==> src/hdl/spims_pkg.sv <==
// Package: shared types and constants for the SPI master shift engine.
`timescale 1ns / 1ps

package spims_pkg;

  localparam int unsigned TX_W     = 16;
  localparam int unsigned RX_W     = 8;
  localparam int unsigned HP_W     = 16;
  localparam int unsigned CFG_IDX_W = 2;
  localparam int unsigned CFG_DATA_W = 16;

  localparam logic [CFG_IDX_W-1:0] CFG_HALF_PERIOD = 2'd0;
  localparam logic [CFG_IDX_W-1:0] CFG_POLARITY    = 2'd1;
  localparam logic [CFG_IDX_W-1:0] CFG_PHASE       = 2'd2;

  localparam logic MODE_TICK  = 1'b0;
  localparam logic MODE_START = 1'b1;

  localparam logic [HP_W-1:0] HALF_PERIOD_RESET = 16'd1;

  typedef struct packed {
    logic            mode;
    logic [TX_W-1:0] tx_word;
    logic            miso_level;
  } in_t;

  typedef struct packed {
    logic            sclk_level;
    logic            mosi_level;
    logic            nss_level;
    logic            busy_res;
    logic            done_res;
    logic [RX_W-1:0] rx_data;
  } out_t;

  typedef struct packed {
    logic [HP_W-1:0] half_period_ticks;
    logic            clock_polarity;
    logic            clock_phase;
  } cfg_t;

endpackage

==> src/hdl/spims_core.sv <==
// Serial engine state and per-transaction next-state logic.
`timescale 1ns / 1ps

module spims_core
  import spims_pkg::*;
#(
  parameter int unsigned BITS_PER_WORD = 8
) (
  input  logic clk_i,
  input  logic rst_ni,
  input  logic accept_i,
  input  in_t  in_data_i,
  input  cfg_t cfg_i,
  output out_t result_o
);

  localparam int unsigned CW = $clog2(BITS_PER_WORD + 1);

  logic                     active_q, active_d;
  logic [CW-1:0]            bit_cnt_q, bit_cnt_d;
  logic [HP_W-1:0]          half_cnt_q, half_cnt_d;
  logic                     second_q, second_d;
  logic [BITS_PER_WORD-1:0] shift_out_q, shift_out_d;
  logic [BITS_PER_WORD-1:0] shift_in_q, shift_in_d;
  logic                     zero_q, zero_d;
  logic                     sclk_q, sclk_d;
  logic                     mosi_q, mosi_d;
  logic                     nss_q, nss_d;

  logic                     edge_lvl;
  logic [HP_W-1:0]          hp;
  logic [HP_W-1:0]          half_inc;
  logic [CW-1:0]            bit_next;
  logic                     done;
  logic [TX_W-1:0]          shift_in_ext;
  logic [RX_W-1:0]          rx;

  assign edge_lvl     = ~cfg_i.clock_polarity;
  assign hp           = (cfg_i.half_period_ticks == '0) ? HP_W'(1) : cfg_i.half_period_ticks;
  assign half_inc     = half_cnt_q + HP_W'(1);
  assign bit_next     = bit_cnt_q + CW'(1);
  assign shift_in_ext = TX_W'(shift_in_q);

  always_comb begin
    active_d    = active_q;
    bit_cnt_d   = bit_cnt_q;
    half_cnt_d  = half_cnt_q;
    second_d    = second_q;
    shift_out_d = shift_out_q;
    shift_in_d  = shift_in_q;
    zero_d      = zero_q;
    sclk_d      = sclk_q;
    mosi_d      = mosi_q;
    nss_d       = nss_q;
    done        = 1'b0;
    rx          = '0;
    if (accept_i) begin
      if (in_data_i.mode == MODE_START) begin
        if (!active_q) begin
          active_d    = 1'b1;
          bit_cnt_d   = '0;
          half_cnt_d  = '0;
          second_d    = 1'b0;
          shift_out_d = in_data_i.tx_word[BITS_PER_WORD-1:0];
          shift_in_d  = '0;
          zero_d      = (in_data_i.tx_word == '0);
          nss_d       = 1'b0;
          mosi_d      = in_data_i.tx_word[BITS_PER_WORD-1];
          sclk_d      = cfg_i.clock_phase ? edge_lvl : cfg_i.clock_polarity;
        end
      end else if (!active_q) begin
        sclk_d = cfg_i.clock_polarity;
      end else if (half_inc >= hp) begin
        half_cnt_d = '0;
        if (!second_q) begin
          // first half ends: sample MISO
          sclk_d     = cfg_i.clock_phase ? cfg_i.clock_polarity : edge_lvl;
          shift_in_d = (shift_in_q << 1) | BITS_PER_WORD'(in_data_i.miso_level);
          second_d   = 1'b1;
        end else begin
          second_d = 1'b0;
          if (!cfg_i.clock_phase) begin
            sclk_d = cfg_i.clock_polarity;
          end
          if (bit_next >= CW'(BITS_PER_WORD)) begin
            active_d  = 1'b0;
            bit_cnt_d = '0;
            nss_d     = 1'b1;
            sclk_d    = cfg_i.clock_polarity;
            done      = 1'b1;
            rx        = zero_q ? shift_in_ext[RX_W-1:0] : '0;
          end else begin
            bit_cnt_d   = bit_next;
            shift_out_d = shift_out_q << 1;
            mosi_d      = shift_out_q[BITS_PER_WORD-2+((BITS_PER_WORD == 1) ? 1 : 0)];
            if (BITS_PER_WORD == 1) begin
              mosi_d = 1'b0;
            end
            if (cfg_i.clock_phase) begin
              sclk_d = edge_lvl;
            end
          end
        end
      end else begin
        half_cnt_d = half_inc;
      end
    end
  end

  always_ff @(posedge clk_i or negedge rst_ni) begin
    if (!rst_ni) begin
      active_q    <= 1'b0;
      bit_cnt_q   <= '0;
      half_cnt_q  <= '0;
      second_q    <= 1'b0;
      shift_out_q <= '0;
      shift_in_q  <= '0;
      zero_q      <= 1'b0;
      sclk_q      <= 1'b0;
      mosi_q      <= 1'b0;
      nss_q       <= 1'b1;
    end else begin
      active_q    <= active_d;
      bit_cnt_q   <= bit_cnt_d;
      half_cnt_q  <= half_cnt_d;
      second_q    <= second_d;
      shift_out_q <= shift_out_d;
      shift_in_q  <= shift_in_d;
      zero_q      <= zero_d;
      sclk_q      <= sclk_d;
      mosi_q      <= mosi_d;
      nss_q       <= nss_d;
    end
  end

  always_comb begin
    result_o.sclk_level = sclk_d;
    result_o.mosi_level = mosi_d;
    result_o.nss_level  = nss_d;
    result_o.busy_res   = active_d;
    result_o.done_res   = done;
    result_o.rx_data    = rx;
  end

endmodule

==> src/hdl/spi_master_shift_engine.sv <==
// Top level: SPI master shift engine with config registers and result register.
//
//   channel | direction | handshake          | payload
//   --------+-----------+--------------------+-----------
//   in      | input     | in_valid_i/stall_o | in_t
//   out     | output    | out_valid_o/stall_i| out_t
//   cfg     | input     | cfg_we_i           | idx, wdata
//
// One transaction per cycle while in_stall_o is low: each start or tick updates the engine
// state in the accepting cycle; its result appears in the output register in the next cycle.
// in_stall_o is high only while a held result is stalled downstream.
// Reset (async, active low): idle, NSS high, SCLK low, half period 1.
`timescale 1ns / 1ps

module spi_master_shift_engine
  import spims_pkg::*;
#(
  parameter int unsigned BITS_PER_WORD = 8
) (
  input  logic                  clk_i,
  input  logic                  rst_ni,
  input  logic                  in_valid_i,
  output logic                  in_stall_o,
  input  in_t                   in_data_i,
  output logic                  out_valid_o,
  input  logic                  out_stall_i,
  output out_t                  out_data_o,
  input  logic                  cfg_we_i,
  input  logic [CFG_IDX_W-1:0]  cfg_idx_i,
  input  logic [CFG_DATA_W-1:0] cfg_wdata_i
);

  cfg_t cfg_q;
  logic out_valid_q;
  out_t out_data_q;
  out_t result;
  logic accept;

  assign in_stall_o = out_valid_q & out_stall_i;
  assign accept     = in_valid_i & ~in_stall_o;

  always_ff @(posedge clk_i or negedge rst_ni) begin
    if (!rst_ni) begin
      cfg_q.half_period_ticks <= HALF_PERIOD_RESET;
      cfg_q.clock_polarity    <= 1'b0;
      cfg_q.clock_phase       <= 1'b0;
    end else if (cfg_we_i) begin
      case (cfg_idx_i)
        CFG_HALF_PERIOD: cfg_q.half_period_ticks <= cfg_wdata_i[HP_W-1:0];
        CFG_POLARITY:    cfg_q.clock_polarity    <= cfg_wdata_i[0];
        CFG_PHASE:       cfg_q.clock_phase       <= cfg_wdata_i[0];
        default: ;
      endcase
    end
  end

  spims_core #(
    .BITS_PER_WORD(BITS_PER_WORD)
  ) u_core (
    .clk_i    (clk_i),
    .rst_ni   (rst_ni),
    .accept_i (accept),
    .in_data_i(in_data_i),
    .cfg_i    (cfg_q),
    .result_o (result)
  );

  always_ff @(posedge clk_i or negedge rst_ni) begin
    if (!rst_ni) begin
      out_valid_q <= 1'b0;
    end else if (accept) begin
      out_valid_q <= 1'b1;
    end else if (!out_stall_i) begin
      out_valid_q <= 1'b0;
    end
  end

  always_ff @(posedge clk_i) begin
    if (accept) begin
      out_data_q <= result;
    end
  end

  assign out_valid_o = out_valid_q;
  assign out_data_o  = out_data_q;

endmodule

==> config.mk <==
export PLATFORM = sky130hd
export DESIGN_NAME = spi_master_shift_engine
export DESIGN_NICKNAME = d
export VERILOG_FILES = /design/src/hdl/spims_pkg.sv /design/src/hdl/spims_core.sv /design/src/hdl/spi_master_shift_engine.sv
export SDC_FILE = /design/constraint.sdc
export NUM_CORES = 1
export LEC_CHECK = 0
export BUFFER_PORTS_ARGS = -buffer_cell sky130_fd_sc_hd__buf_2
export CAP_MARGIN = 20
export CORE_ASPECT_RATIO = 2
export CORE_UTILIZATION = 50
export CTS_BUF_LIST = sky130_fd_sc_hd__clkbuf_4 sky130_fd_sc_hd__clkbuf_8
export DETAILED_ROUTE_END_ITERATION = 10
export GPL_ROUTABILITY_DRIVEN = 1
export GPL_TIMING_DRIVEN = 1
export HOLD_SLACK_MARGIN = 0.06
export PLACE_DENSITY_LB_ADDON = 0.15
export RECOVER_POWER = 25
export SLEW_MARGIN = 20
export SYNTH_ARGS = -nofsm -noshare
export SYNTH_HDL_FRONTEND = slang
export SYNTH_HIERARCHICAL = 1
export SYNTH_SLANG_ARGS = --single-unit
==> constraint.sdc <==
create_clock -name clk_i -period 11.7 [get_ports clk_i]
set_clock_uncertainty 0.2 [all_clocks]
set_input_delay 0.585 -clock clk_i [delete_from_list [all_inputs] [get_ports clk_i]]
set_output_delay 0.585 -clock clk_i [all_outputs]
set_load 0.02 [all_outputs]
* After elaboration in Yosys (flattened, before gate mapping)
Cells that the tools add are included.
Widths: inputs -> output; s select.
** Cells by class
- Reduce and logical (&&, ||, !) cells :: 17
- Muxes and demuxes :: 59
- Equality and inequality tests :: 6
- Bitwise logic cells :: 10
- Order comparisons :: 2
- $add $sub $neg :: 2
** Operators with widths (number)
- $mux 16 :: 5
- $mux 7 :: 6
- $mux 8 :: 5
- $mux 1 :: 37
- $logic_not 16->1 :: 2
- $mux 4 :: 6
- $add 16x1->16 const B :: 1
- $ge 16x16->1 :: 1
- $reduce_and 5->1 :: 2
- $or 8x1->8 :: 1
- $not 1->1 :: 7
- $ne 2x2->1 const B :: 3
- $reduce_and 2->1 :: 3
- $reduce_and 3->1 :: 2
- $reduce_and 6->1 :: 1
- $reduce_bool 2->1 :: 3
- $reduce_or 6->1 :: 1
- $add 4x1->4 const B :: 1
- $ge 4x4->1 const B :: 1
- $reduce_and 4->1 :: 1
- $reduce_or 4->1 :: 1
- $and 1x1->1 :: 2
- $eq 2x1->1 const B :: 1
- $eq 2x2->1 const B :: 1
- 2 further kinds :: 2
** Word-level totals
- Input bits :: 41
- Bits in registers :: 73
- Logic and storage cells :: 116

* Depth between registers and ports, before layout
Gate-level depths: netlist of the first run.
- Word-level depth :: 8
- Mapped depth :: 16

* Cells and area by module
Netlist of the first run, hierarchy kept.
** Modules (own cells, without submodules)
- spims_core :: instances 1, cells each 321, sequential area each 1027.2 sq um, area each 2852.7 sq um
- spi_master_shift_engine :: instances 1, cells each 57, sequential area each 867.1 sq um, area each 1137.3 sq um

* Worst setup path after synthesis of the first run
Ideal clock, no wire load.
- Path type :: reg2reg
- Start point :: register u_core.half_cnt_q[0]
- End point :: register out_data_q, in the netlist out_data_o[11], data pin
- Stages on the path, launching flop included :: 17
- Path slack :: 7.770 ns
- Setup time :: 0.125 ns
- Data required time :: 11.375 ns
- Arrival time :: 3.604 ns
- Path through :: dfrtp_1 ha_1 nand3_1 nor2_1 and3_1 clkbuf_1 nand3_1 xnor2_1 ha_1 nand4_1 or4_1 o32a_2 and2_4 buf_6 nor3_1 a311o_1 buf_4
** On the way
- Word-level cells in the longest chain between the ends :: 6
** Ends and longest elaborated chain
- start, declared :: RTL line spims_core.sv:21 : logic [HP_W-1:0] half_cnt_q, half_cnt_d;
- start signal, assigned :: RTL line spims_core.sv:125 : half_cnt_q <= half_cnt_d;
- $add 16x1->16 :: RTL line spims_core.sv:40 : assign half_inc = half_cnt_q + HP_W'(1);
- $ge 16x16->1 :: RTL line spims_core.sv:73 : end else if (half_inc >= hp) begin
- $mux 1 :: RTL line spims_core.sv:73
- $mux 1 :: RTL line spims_core.sv:71 : end else if (!active_q) begin
- $mux 1 :: RTL line spims_core.sv:58 : if (in_data_i.mode == MODE_START) begin
- $mux 1 :: RTL line spims_core.sv:57 : if (accept_i) begin
- net u_core.mosi_d :: RTL line spims_core.sv:27 : logic mosi_q, mosi_d;
- end signal, assigned :: RTL line spi_master_shift_engine.sv:80 : out_data_q <= result;
- end, declared :: RTL line spi_master_shift_engine.sv:35 : out_t out_data_q;
The timed path passes the listed nets, and every way through them passes these cells.
A chain may end at the register's enable or synchronous reset.

* Worst setup path in the final report of the first run
- Start point :: register u_core.half_cnt_q[2]
- End point :: register out_data_q, in the netlist out_data_o[2], data pin
** On the way
- Word-level cells in the longest chain between the ends :: 4
** Ends and longest elaborated chain (RTL line)
- $add 16x1->16 :: spims_core.sv:40
- $ge 16x16->1 :: spims_core.sv:73
- $not 1->1 (no line)
- $reduce_or 6->1 (no line)
No other way between the ends.

==> results.cfg, run 1 <==
[run_status]
status = finished with violations
violations = capacitance limit, slew limit

[sta]
setup_viol = 0
finalCriticalPeriod_ps = 4350
max_freq_mhz = 230
timing.final.crit_share = 0.372
maxSlewViolCount = 61
hold_viol_final = 0
worst_pin_slew_ps = 3240
max_slew_margin = -1.16
fin_tns_setup_ps = 0
rsz0062_at_grt = false

[synthesis]
synth_compound_area_frac = 0.113
synthTopCellsByCount = dfrtp_1, nand2_1, mux2_2
synth_simple_gate_area_frac = 0.156
yosysTopAreaCellShare = 0.364
async_reset_ff_frac = 0.822
ys_warn_count = 6
yosys.area.top_type = dfrtp_1
synth-xor-area-share = 0.0329
syn-instance-count = 378
ys.flop_type = dfrtp_1
synth_cell_types = 52
synthMuxAreaShare = 0.107
synth_area_mm2 = 0.00399
synth_edf_count = 13
synthTopCellsByArea = dfrtp_1, edfxtp_1, mux2_2
synth_top_family_by_area = simple AND/OR/NAND/NOR gates
synth_fa_ha_area_frac = 0.0627
ys_seq_area_frac = 0.475
syn-num-nets = 439
postSynthAreaPerCell_um2 = 10.6
synth_seq_cells = 73
yosysMostFrequentCell = dfrtp_1

[floorplanning]
num_rows = 45
die_area_mm2 = 0.00836
die_h_um = 128
start_util = 0.521
dieWidth_um = 65.2
core_mm2 = 0.00766
ios = 56

[setup_path]
cp_data_required_time_ps = 11730
path_cells = nand3_1, nor3_1, nand3_1, xnor2_1, ha_1, nand4_1, or4_1, o32a_2, a21oi_1, and3_1, and2_1
arrival_ps = 4380
crit-reg2reg-launch = u_core/half_cnt_q[2]
timing.rr.end = out_data_o[2]
endpoint_kind = register
cp_common_cell = nand3_1
critPathTopFamily = simple AND/OR/NAND/NOR gates
critPathKind = reg2reg
cp_num_buf_inv = 0
startpoint_type = register
cp_slowest_stage_delay_ps = 590
path_depth = 11
cpMaxStageDelayCell = nor3_1
worstPathMaxFanout = 8
r2r_slack_ps = 7350
rr_worst_depth = 11

[min_path]
worstHoldPathCells = 2
min_path_type = in2reg
min_from = in_valid_i
worstHoldEndpoint = out_valid_o

[drt]
totalWireLength_mm = 8.63
drc_errors = 0
drtPass1Iterations = 4
postRouteAntennaNets = 0
via_per_inst = 5.57
vias = 2939
drt-initial-drc-count = 149
wire_per_inst_um = 16.4

[layout]
layout-drive-gt1-share = 0.256
syn2layout_area_growth_pct = 12.4
insertedDiodeCount = 0
stdcell_count = 528
fin_nets = 490

[clocking]
hold_buffers = 0
cts.sinks = 73
cts_buffers = 9
htreeDepth = 3
path_clk_slew_ps = 70
clk_latency_ps = 350
cts_tree = built
post_cts_buffers = 0
ctsResizeCount = 0
root_buffer = clkbuf_8
cts_buffer_depth = 2

[grt]
overflow = 0
grt_util_all_layers = 0.223
grt_start_max_net_pins = 61
grt_pass1_wl_mm = 13.8
antenna_found_initial = 0
grt_pass1_vias = 2961

[placement]
gp_congestion = 0.851
io_buffer_count = 55
dp_hpwl_mm = 6.49
place_inst = 512

[pwr]
peakVddDrop_mv = 0.104
p_leak_nw = 2.11
power.density_mw_per_mm2 = 132

[job]
cap_violations = 1
-- area by class of cell --
| class | instances | area, um2 |
|---|---|---|
| sequential | 73 | 1890 |
| tap | 94 | 118 |
| inverter | 29 | 109 |
| timing repair buffer | 57 | 284 |
| multi-input combinational | 259 | 1890 |
| clock inverter | 4 | 43.8 |
| fill | 694 | 3170 |
| clock buffer | 12 | 153 |
-- sequential cells by signal, summed over array words and instances (netlist names) --
signal              count
u_core/shift_out_q      7
u_core/mosi_q           1
u_core/zero_q           1
cfg_q                  18
out_valid_o             1
u_core/half_cnt_q      16
u_core/sclk_q           1
u_core/active_q         1
out_data_o             13
u_core/bit_cnt_q        4
u_core/nss_q            1
u_core/second_q         1
u_core/shift_in_q       8
-- where the power goes --
group / switching [W] / leakage [nW] / internal, W
sequential: 0.0000192 / 0.885 / 0.000285
combinational: 0.0000471 / 1.12 / 0.0000440
clock: 0.0000912 / 0.105 / 0.000108
total: 0.000158 / 2.11 / 0.000436
-- layer usage --
layer	track usage	up-vias	wire [um]
li1	-	1439	-
met1	0.215	1410	3210
met2	0.432	78	4950
met3	0.0488	12	252
met4	0.0985	0	214
met5	0	-	0
-- metrics by stage --
| stage | total power, W | utilization | cell area, um2 | setup WS (ps) | hold slack, ps |
|---|---|---|---|---|---|
| 2_1_floorplan | 0.000366 | - | 3990 | 7770 | 89.4 |
| 3_3_place_gp | 0.000396 | 0.561 | 4300 | 7430 | 263 |
| 3_5_place_dp | 0.000401 | 0.561 | 4300 | 7400 | 271 |
| 4_1_cts | 0.000601 | 0.587 | 4490 | 7360 | 206 |
| 5_1_grt | 0.000626 | 0.586 | 4490 | 7140 | 228 |
| 6_report | 0.000594 | 0.586 | 4490 | 7350 | 230 |
-- kinds of logic after synthesis --
| kind of cell | after synthesis |
|---|---|
| simple gates | 120 |
| flops | 73 |
| compound gates | 65 |
| buf+inv | 46 |
| mux | 39 |
| fa+ha+maj | 20 |
| xor+xnor | 15 |
-- placed cells by master, fill, tap and decap left out, types with 3 or more instances in the layout --
cell type  netlist  layout
dfrtp_1         58      58
buf_2            2      53
nand2_1         43      43
mux2_2          30      30
inv_1           29      29
o21ai_0         21      21
ha_1            20      20
and2_1          16      15
edfxtp_1        13      13
a21oi_1         12      12
clkbuf_8         0      10
nand3_1          9       9
nor2_1           9       9
mux2i_1          9       9
and3_1           8       8
xnor2_1          8       8
xor2_1           7       7
nor3_1           7       7
nor4_1           7       7
nand4_1          5       5
a21o_1           5       5
a22o_1           5       5
a41o_2           4       4
clkbuf_1         8       3
nor2b_1          4       3
-- worst max path at each step --
stage,start,to,slack [ps]
3_5_place_dp,u_core/half_cnt_q[2],out_data_o[2],7400
2_1_floorplan,u_core/half_cnt_q[0],out_data_o[11],7770
5_1_grt,u_core/half_cnt_q[2],out_data_o[6],7140
4_1_cts,u_core/half_cnt_q[2],out_data_o[2],7360
6_report,u_core/half_cnt_q[2],out_data_o[2],7350
3_3_place_gp,u_core/half_cnt_q[0],out_data_o[3],7430
(Power assumes the default switching activity.)
==> inputs of run 2 (changes only) <==
--- a/config.mk
+++ b/config.mk
@@ -5,6 +5,7 @@
 export SDC_FILE = /design/constraint.sdc
 export NUM_CORES = 1
 export LEC_CHECK = 0
+export ABC_AREA = 1
 export BUFFER_PORTS_ARGS = -buffer_cell sky130_fd_sc_hd__buf_2
 export CAP_MARGIN = 20
 export CORE_ASPECT_RATIO = 2
==> constraint.sdc (replaced) <==
create_clock -name clk_i -period 3.5 [get_ports clk_i]
set_clock_uncertainty 0.2 [all_clocks]
set_input_delay 0.175 -clock clk_i [delete_from_list [all_inputs] [get_ports clk_i]]
set_output_delay 0.175 -clock clk_i [all_outputs]
set_load 0.02 [all_outputs]
==> run 2 against run 1 <==
  * The run still ends with capacitance limit, slew limit left
  * Largest power group unchanged
  * Critical endpoint is now out_data_o[10]
  * Clock power rose to 3.6 times the previous value
  * Global-route usage rose by 3.2 points
  * Register-to-register slack got worse by 7200 ps
  * Cell area rose by 17%
  * Routed wire length rose by 13%
  * Sequential share of layout area fell by 6.2 points
==> results.cfg, run 2 <==
[run_status]
status = finished with violations
violations = capacitance limit, slew limit

[setup_path]
critPathTopFamily = simple AND/OR/NAND/NOR gates
endpoint_kind = register
cp_num_buf_inv = 1
path_cells = ha_2, nand2_1, nor2_4, nand4_2, or2_4, nor2_4, nand2_1, xor2_2, inv_1, ha_1, nand4_1, a21oi_2, nor2_4, nand2_4, nand3_1, nor2_2, nand3_2, a21oi_2
r2r_slack_ps = 150
cp_data_required_time_ps = 3490
worstPathMaxFanout = 4
critPathKind = reg2reg
timing.rr.end = out_data_o[10]
cp_common_cell = nor2_4
arrival_ps = 3340
startpoint_type = register
cpMaxStageDelayCell = dfrtp_1
cp_slowest_stage_delay_ps = 390
crit-reg2reg-launch = u_core/half_cnt_q[0]
rr_worst_depth = 18

[drt]
drtPass1Iterations = 5
drt-initial-drc-count = 219
drc_errors = 0
postRouteAntennaNets = 0
vias = 3615
wire_per_inst_um = 14.1
totalWireLength_mm = 9.79
via_per_inst = 5.20

[pwr]
switching_share = 0.320
power_frac_clock = 0.294
total_power_w = 0.00246
peakVddDrop_mv = 0.452
p_leak_nw = 2.62
p_comb_frac = 0.254
power.density_mw_per_mm2 = 468
seq_power_share = 0.451
p_switching_w = 0.000788
p_int_w = 0.00167

[clocking]
cts_buffer_depth = 2
path_clk_slew_ps = 70
cts_tree = built
cts.sinks = 73
htreeDepth = 3
cts_buffers = 9
clk_latency_ps = 350
root_buffer = clkbuf_8

[layout]
largest_reg_flops = 18
layout-drive-gt1-share = 0.195
fin_nets = 655
stdcell_count = 695
syn2layout_area_growth_pct = 29.5
largest-register = cfg_q
final_common_cell = nand2_1
final_cell_mix = nand2_1, inv_1, dfrtp_1, dlygate4sd3_1, buf_2
insertedDiodeCount = 0

[sta]
rsz0062_at_grt = true
finalCriticalPeriod_ps = 3350
setup_viol = 0
whs_ps = 120
hold_viol_final = 0
timing.final.crit_share = 0.957
max_slew_margin = -0.638
maxSlewViolCount = 44
max_freq_mhz = 299
worst_pin_slew_ps = 2460

[job]
cap_violations = 1

[synthesis]
postSynthAreaPerCell_um2 = 8.41
synth_fa_ha_area_frac = 0.0616
synth_area_mm2 = 0.00406
synth-xor-area-share = 0.0259
yosysTopAreaCellShare = 0.357
ys_warn_count = 6
synth_compound_area_frac = 0.0838
synthTopCellsByCount = nand2_1, inv_1, dfrtp_1
synthMuxAreaShare = 0.00986
synth_edf_count = 13
synthTopCellsByArea = dfrtp_1, nand2_1, edfxtp_1
synth_seq_cells = 73
async_reset_ff_frac = 0.822
yosys.area.top_type = dfrtp_1
ys.flop_type = dfrtp_1
synth_cell_types = 37
syn-instance-count = 483
ys_seq_area_frac = 0.466
synth_simple_gate_area_frac = 0.255
syn-num-nets = 544
synth_top_family_by_area = simple AND/OR/NAND/NOR gates
yosysMostFrequentCell = nand2_1

[min_path]
worstHoldPathCells = 4
worstHoldEndpoint = cfg_q[1]
min_from = cfg_we_i
min_path_type = in2reg

[grt]
grt_pass1_wl_mm = 16.2
grt_start_max_net_pins = 44
grt_pass1_vias = 3709
grt_util_all_layers = 0.255
antenna_found_initial = 0
overflow = 0

[floorplanning]
dieWidth_um = 65.7
die_h_um = 129
core_mm2 = 0.00789
ios = 56
start_util = 0.515
die_area_mm2 = 0.00851
num_rows = 46

[placement]
gp_congestion = 0.894
io_buffer_count = 55
place_inst = 621
dp_hpwl_mm = 6.45
-- run 2: layout make-up --
type                    count  area, um2
clock buffers              10        131
clock inverters             6       83.8
fillers                   633       2620
inverters                  75        284
multi-input cells         319       1880
flip-flops and latches     73       1890
well taps                  96        120
repair buffers            116        867
-- run 2: worst max path at each step --
| stage | from | endpoint | slack (ps) | cells past startpoint |
|---|---|---|---|---|
| 3_5_place_dp | u_core/half_cnt_q[0] | u_core/shift_out_q[0] | 100 | 19 |
| 5_1_grt | u_core/half_cnt_q[0] | out_data_o[10] | -90 | 18 |
| 3_3_place_gp | u_core/half_cnt_q[0] | u_core/shift_out_q[1] | 250 | 19 |
| 2_1_floorplan | u_core/half_cnt_q[0] | out_data_o[10] | 370 | 19 |
| 6_report | u_core/half_cnt_q[0] | out_data_o[10] | 150 | 18 |
| 4_1_cts | u_core/half_cnt_q[0] | out_data_o[10] | 40 | 18 |
-- run 2: metal layers --
metal / track usage / wire [um]
met1: 0.257 / 3550
met4: 0.142 / 369
met2: 0.469 / 5580
met3: 0.0519 / 287
met5: 0 / 0
-- run 2: power by group through the flow --
| stage | clock [W] | combinational, W | sequential (W) |
|---|---|---|---|
| after floorplan | 0 | 0.000413 | 0.00111 |
| after global placement | 0 | 0.000527 | 0.00112 |
| after detailed placement | 0 | 0.000548 | 0.00113 |
| after CTS | 0.000744 | 0.000588 | 0.00111 |
| after global routing | 0.000777 | 0.000715 | 0.00113 |
| final | 0.000724 | 0.000625 | 0.00111 |
-- run 2: kinds of logic (layout without fill, tap and decap cells) --
kind of cell	count (synthesis)	after routing
AO/OA/AOI/OAI	57	57
flip-flops	73	73
buffers and inverters	92	207
AND/OR/NAND/NOR	225	226
adder cells (fa/ha/maj)	20	20
multiplexers	4	4
XOR/XNOR	12	12
-- run 2: timing repair --
action / in CTS / in global routing
gates resized for setup: 0 / 21
endpoints found under the hold margin: 69 / 0
buffers inserted: 0 / 3
endpoints found under the setup margin: 0 / 34
hold buffers: 54 / 0
-- run 2: metrics by stage --
step | area (um2) | utilization | worst slack (ps) | setup TNS (ps)
final | 5260 | 0.667 | 152 | 0
after floorplan | 4060 | - | 374 | 0
after CTS | 5130 | 0.650 | 36.0 | 0
after global routing | 5260 | 0.667 | -88.0 | -311
after detailed placement | 4370 | 0.555 | 103 | 0
after global placement | 4370 | 0.555 | 245 | 0
-- run 2: worst reg2reg max path, delay by kind of cell (launching register included) --
family                   cells  cell delay (ps)
AND/OR/NAND/NOR             12             1510
flip-flops                   1              390
AO/OA/AOI/OAI                2              380
XOR/XNOR                     1              160
buffers and inverters        1               70
adder cells (fa/ha/maj)      2              500
==> inputs of run 3 (changes only) <==
--- a/config.mk
+++ b/config.mk
@@ -8,16 +8,18 @@
 export ABC_AREA = 1
 export BUFFER_PORTS_ARGS = -buffer_cell sky130_fd_sc_hd__buf_2
 export CAP_MARGIN = 20
+export CELL_PAD_IN_SITES_DETAIL_PLACEMENT = 1
+export CELL_PAD_IN_SITES_GLOBAL_PLACEMENT = 1
 export CORE_ASPECT_RATIO = 2
-export CORE_UTILIZATION = 50
+export CORE_UTILIZATION = 40
 export CTS_BUF_LIST = sky130_fd_sc_hd__clkbuf_4 sky130_fd_sc_hd__clkbuf_8
+export CTS_CLUSTER_SIZE = 24
 export DETAILED_ROUTE_END_ITERATION = 10
 export GPL_ROUTABILITY_DRIVEN = 1
 export GPL_TIMING_DRIVEN = 1
 export HOLD_SLACK_MARGIN = 0.06
 export PLACE_DENSITY_LB_ADDON = 0.15
 export RECOVER_POWER = 25
-export SLEW_MARGIN = 20
 export SYNTH_ARGS = -nofsm -noshare
 export SYNTH_HDL_FRONTEND = slang
 export SYNTH_HIERARCHICAL = 1
==> run 3 against run 2 <==
  * The flow still finishes with violations (capacitance limit, slew limit)
  * First-iteration DRC count decreased by 36%
  * Clock power rose by 5.4%
  * Flip-flop and latch count is the same
  * Cell area up 2.8%
  * Sequential power is essentially flat
  * Clock-buffer cell count up 3
  * Register-to-register slack hardly changed
  * Total power rose by 4.3%
  * Die area is 24% higher
  * Global-route usage decreased by 1.3 points
  * Critical path type unchanged
==> results.cfg, run 3 (same netlist as run 2, synthesis figures left out) <==
[sta]
max_slew_margin = -0.418
fin_tns_setup_ps = 0
worst_slack_ps = 161
setup_viol = 0
finalCriticalPeriod_ps = 3340
worst_pin_slew_ps = 2130
maxSlewViolCount = 37
rsz0062_at_grt = true
whs_ps = 120
max_freq_mhz = 300
hold_viol_final = 0
timing.final.crit_share = 0.954

[pwr]
peakVddDrop_mv = 0.230
power.density_mw_per_mm2 = 474
p_comb_frac = 0.264
p_switching_w = 0.000843
total_power_w = 0.00257
p_leak_nw = 2.60
p_int_w = 0.00172
switching_share = 0.329
power_frac_clock = 0.298
seq_power_share = 0.439

[setup_path]
startpoint = u_core/half_cnt_q[0]
rr_worst_depth = 19
timing.rr.end = u_core/shift_out_q[6]
r2r_slack_ps = 160
crit-reg2reg-launch = u_core/half_cnt_q[0]
cp_data_required_time_ps = 3540
worstPathMaxFanout = 7
critPathKind = reg2reg
arrival_ps = 3380
endpoint_kind = register
startpoint_type = register

[drt]
postRouteAntennaNets = 0
via_per_inst = 5.10
wire_per_inst_um = 16.7
drtPass1Iterations = 4
drt-initial-drc-count = 141
totalWireLength_mm = 12.3
drc_errors = 0
vias = 3759

[placement]
io_buffer_count = 55
gp_congestion = 0.814
dp_hpwl_mm = 8.09
dp_slack_ps = 32.4

[grt]
grt_pass1_vias = 4030
grt_pass1_wl_mm = 19.0
antenna_found_initial = 0
overflow = 0
grt_start_max_net_pins = 37
grt_util_all_layers = 0.242

[run_status]
violations = capacitance limit, slew limit
status = finished with violations

[min_path]
worstHoldEndpoint = cfg_q[1]
min_path_type = in2reg
min_from = cfg_we_i
worstHoldPathCells = 3

[floorplanning]
die_h_um = 145
num_rows = 51
core_mm2 = 0.00983
die_area_mm2 = 0.0106
start_util = 0.413
dieWidth_um = 73.3
ios = 56

[layout]
layout-drive-gt1-share = 0.199
fill_cells = 1193
largest_reg_flops = 18
syn2layout_area_growth_pct = 33.1
final_common_cell = nand2_1
fin_nets = 660
final_cell_mix = nand2_1, inv_1, dfrtp_1, dlygate4sd3_1, buf_2
largest-register = cfg_q

[job]
cap_violations = 1

[clocking]
path_clk_slew_ps = 80
cts_buffers = 9
cts_buffer_depth = 2
clk_latency_ps = 360
cts_tree = built
root_buffer = clkbuf_8
htreeDepth = 3
cts.sinks = 73
## run 3: repair_timing
item / 4_1_cts / 5_1_grt
cloned: 0 / 1
hold endpoints to repair: 62 / 0
pin swaps: 1 / 13
setup endpoints to repair: 1 / 40
hold buffers: 53 / 0
setup buffers: 0 / 7
resized for setup: 1 / 37
## run 3: layout make-up
class | instances | area (um2) | share of cell area
Antenna cell | 1 | 2.50 | 0.000463
Clock buffer | 13 | 160 | 0.0296
Clock inverter | 3 | 65.1 | 0.0120
Inverter | 75 | 287 | 0.0530
Multi-Input combinational cell | 319 | 1950 | 0.361
Sequential cell | 73 | 1890 | 0.350
Tap cell | 132 | 165 | 0.0305
Timing Repair Buffer | 121 | 883 | 0.163
## run 3: critical path, cell delays in order, from the launching register on
cell	delay, ps
dfrtp_1	390
ha_2	210
nand2_2	70
nor2_4	150
nand4_4	90
or2_4	260
nor2_4	180
nand3_2	100
xor2_2	200
inv_2	80
ha_4	260
nand4_1	110
a21oi_2	180
nor2_4	80
nand3_1	90
nand2_1	110
clkinv_4	140
nand3_4	120
nand2_1	140
o21ai_2	60
## run 3: how the worst max path moves through the flow
stage,endpoint,slack [ps],cells past startpoint
CTS,out_data_o[2],10,18
floorplan,out_data_o[10],370,19
finish,u_core/shift_out_q[6],160,19
global route,out_data_o[0],-80,18
global placement,out_data_o[2],190,18
detailed placement,out_data_o[2],30,18
## run 3: routing by layer
metal  vias to the layer above  global-route usage  part of all wire
met2                        79               0.493              0.61
met4                         0              0.0960             0.027
met5                         -                   0                 0
met3                        24              0.0453             0.020
met1                      1864               0.223              0.34
li1                       1792                   -                 -
## run 3: power by group through the flow
stage	Combinational (W)	Sequential [W]	Clock [W]
detailed placement	0.000581	0.00113	0
CTS	0.000621	0.00112	0.000774
global placement	0.000545	0.00112	0
global route	0.000765	0.00114	0.000810
finish	0.000676	0.00113	0.000763
floorplan	0.000413	0.00111	0
## run 3: per-stage QoR
step / instances / area (um2) / util
global placement: 659 / 4430 / 0.451
global route: 736 / 5410 / 0.550
finish: 737 / 5410 / 0.550
CTS: 728 / 5190 / 0.528
detailed placement: 659 / 4430 / 0.451
floorplan: 483 / 4060 / -
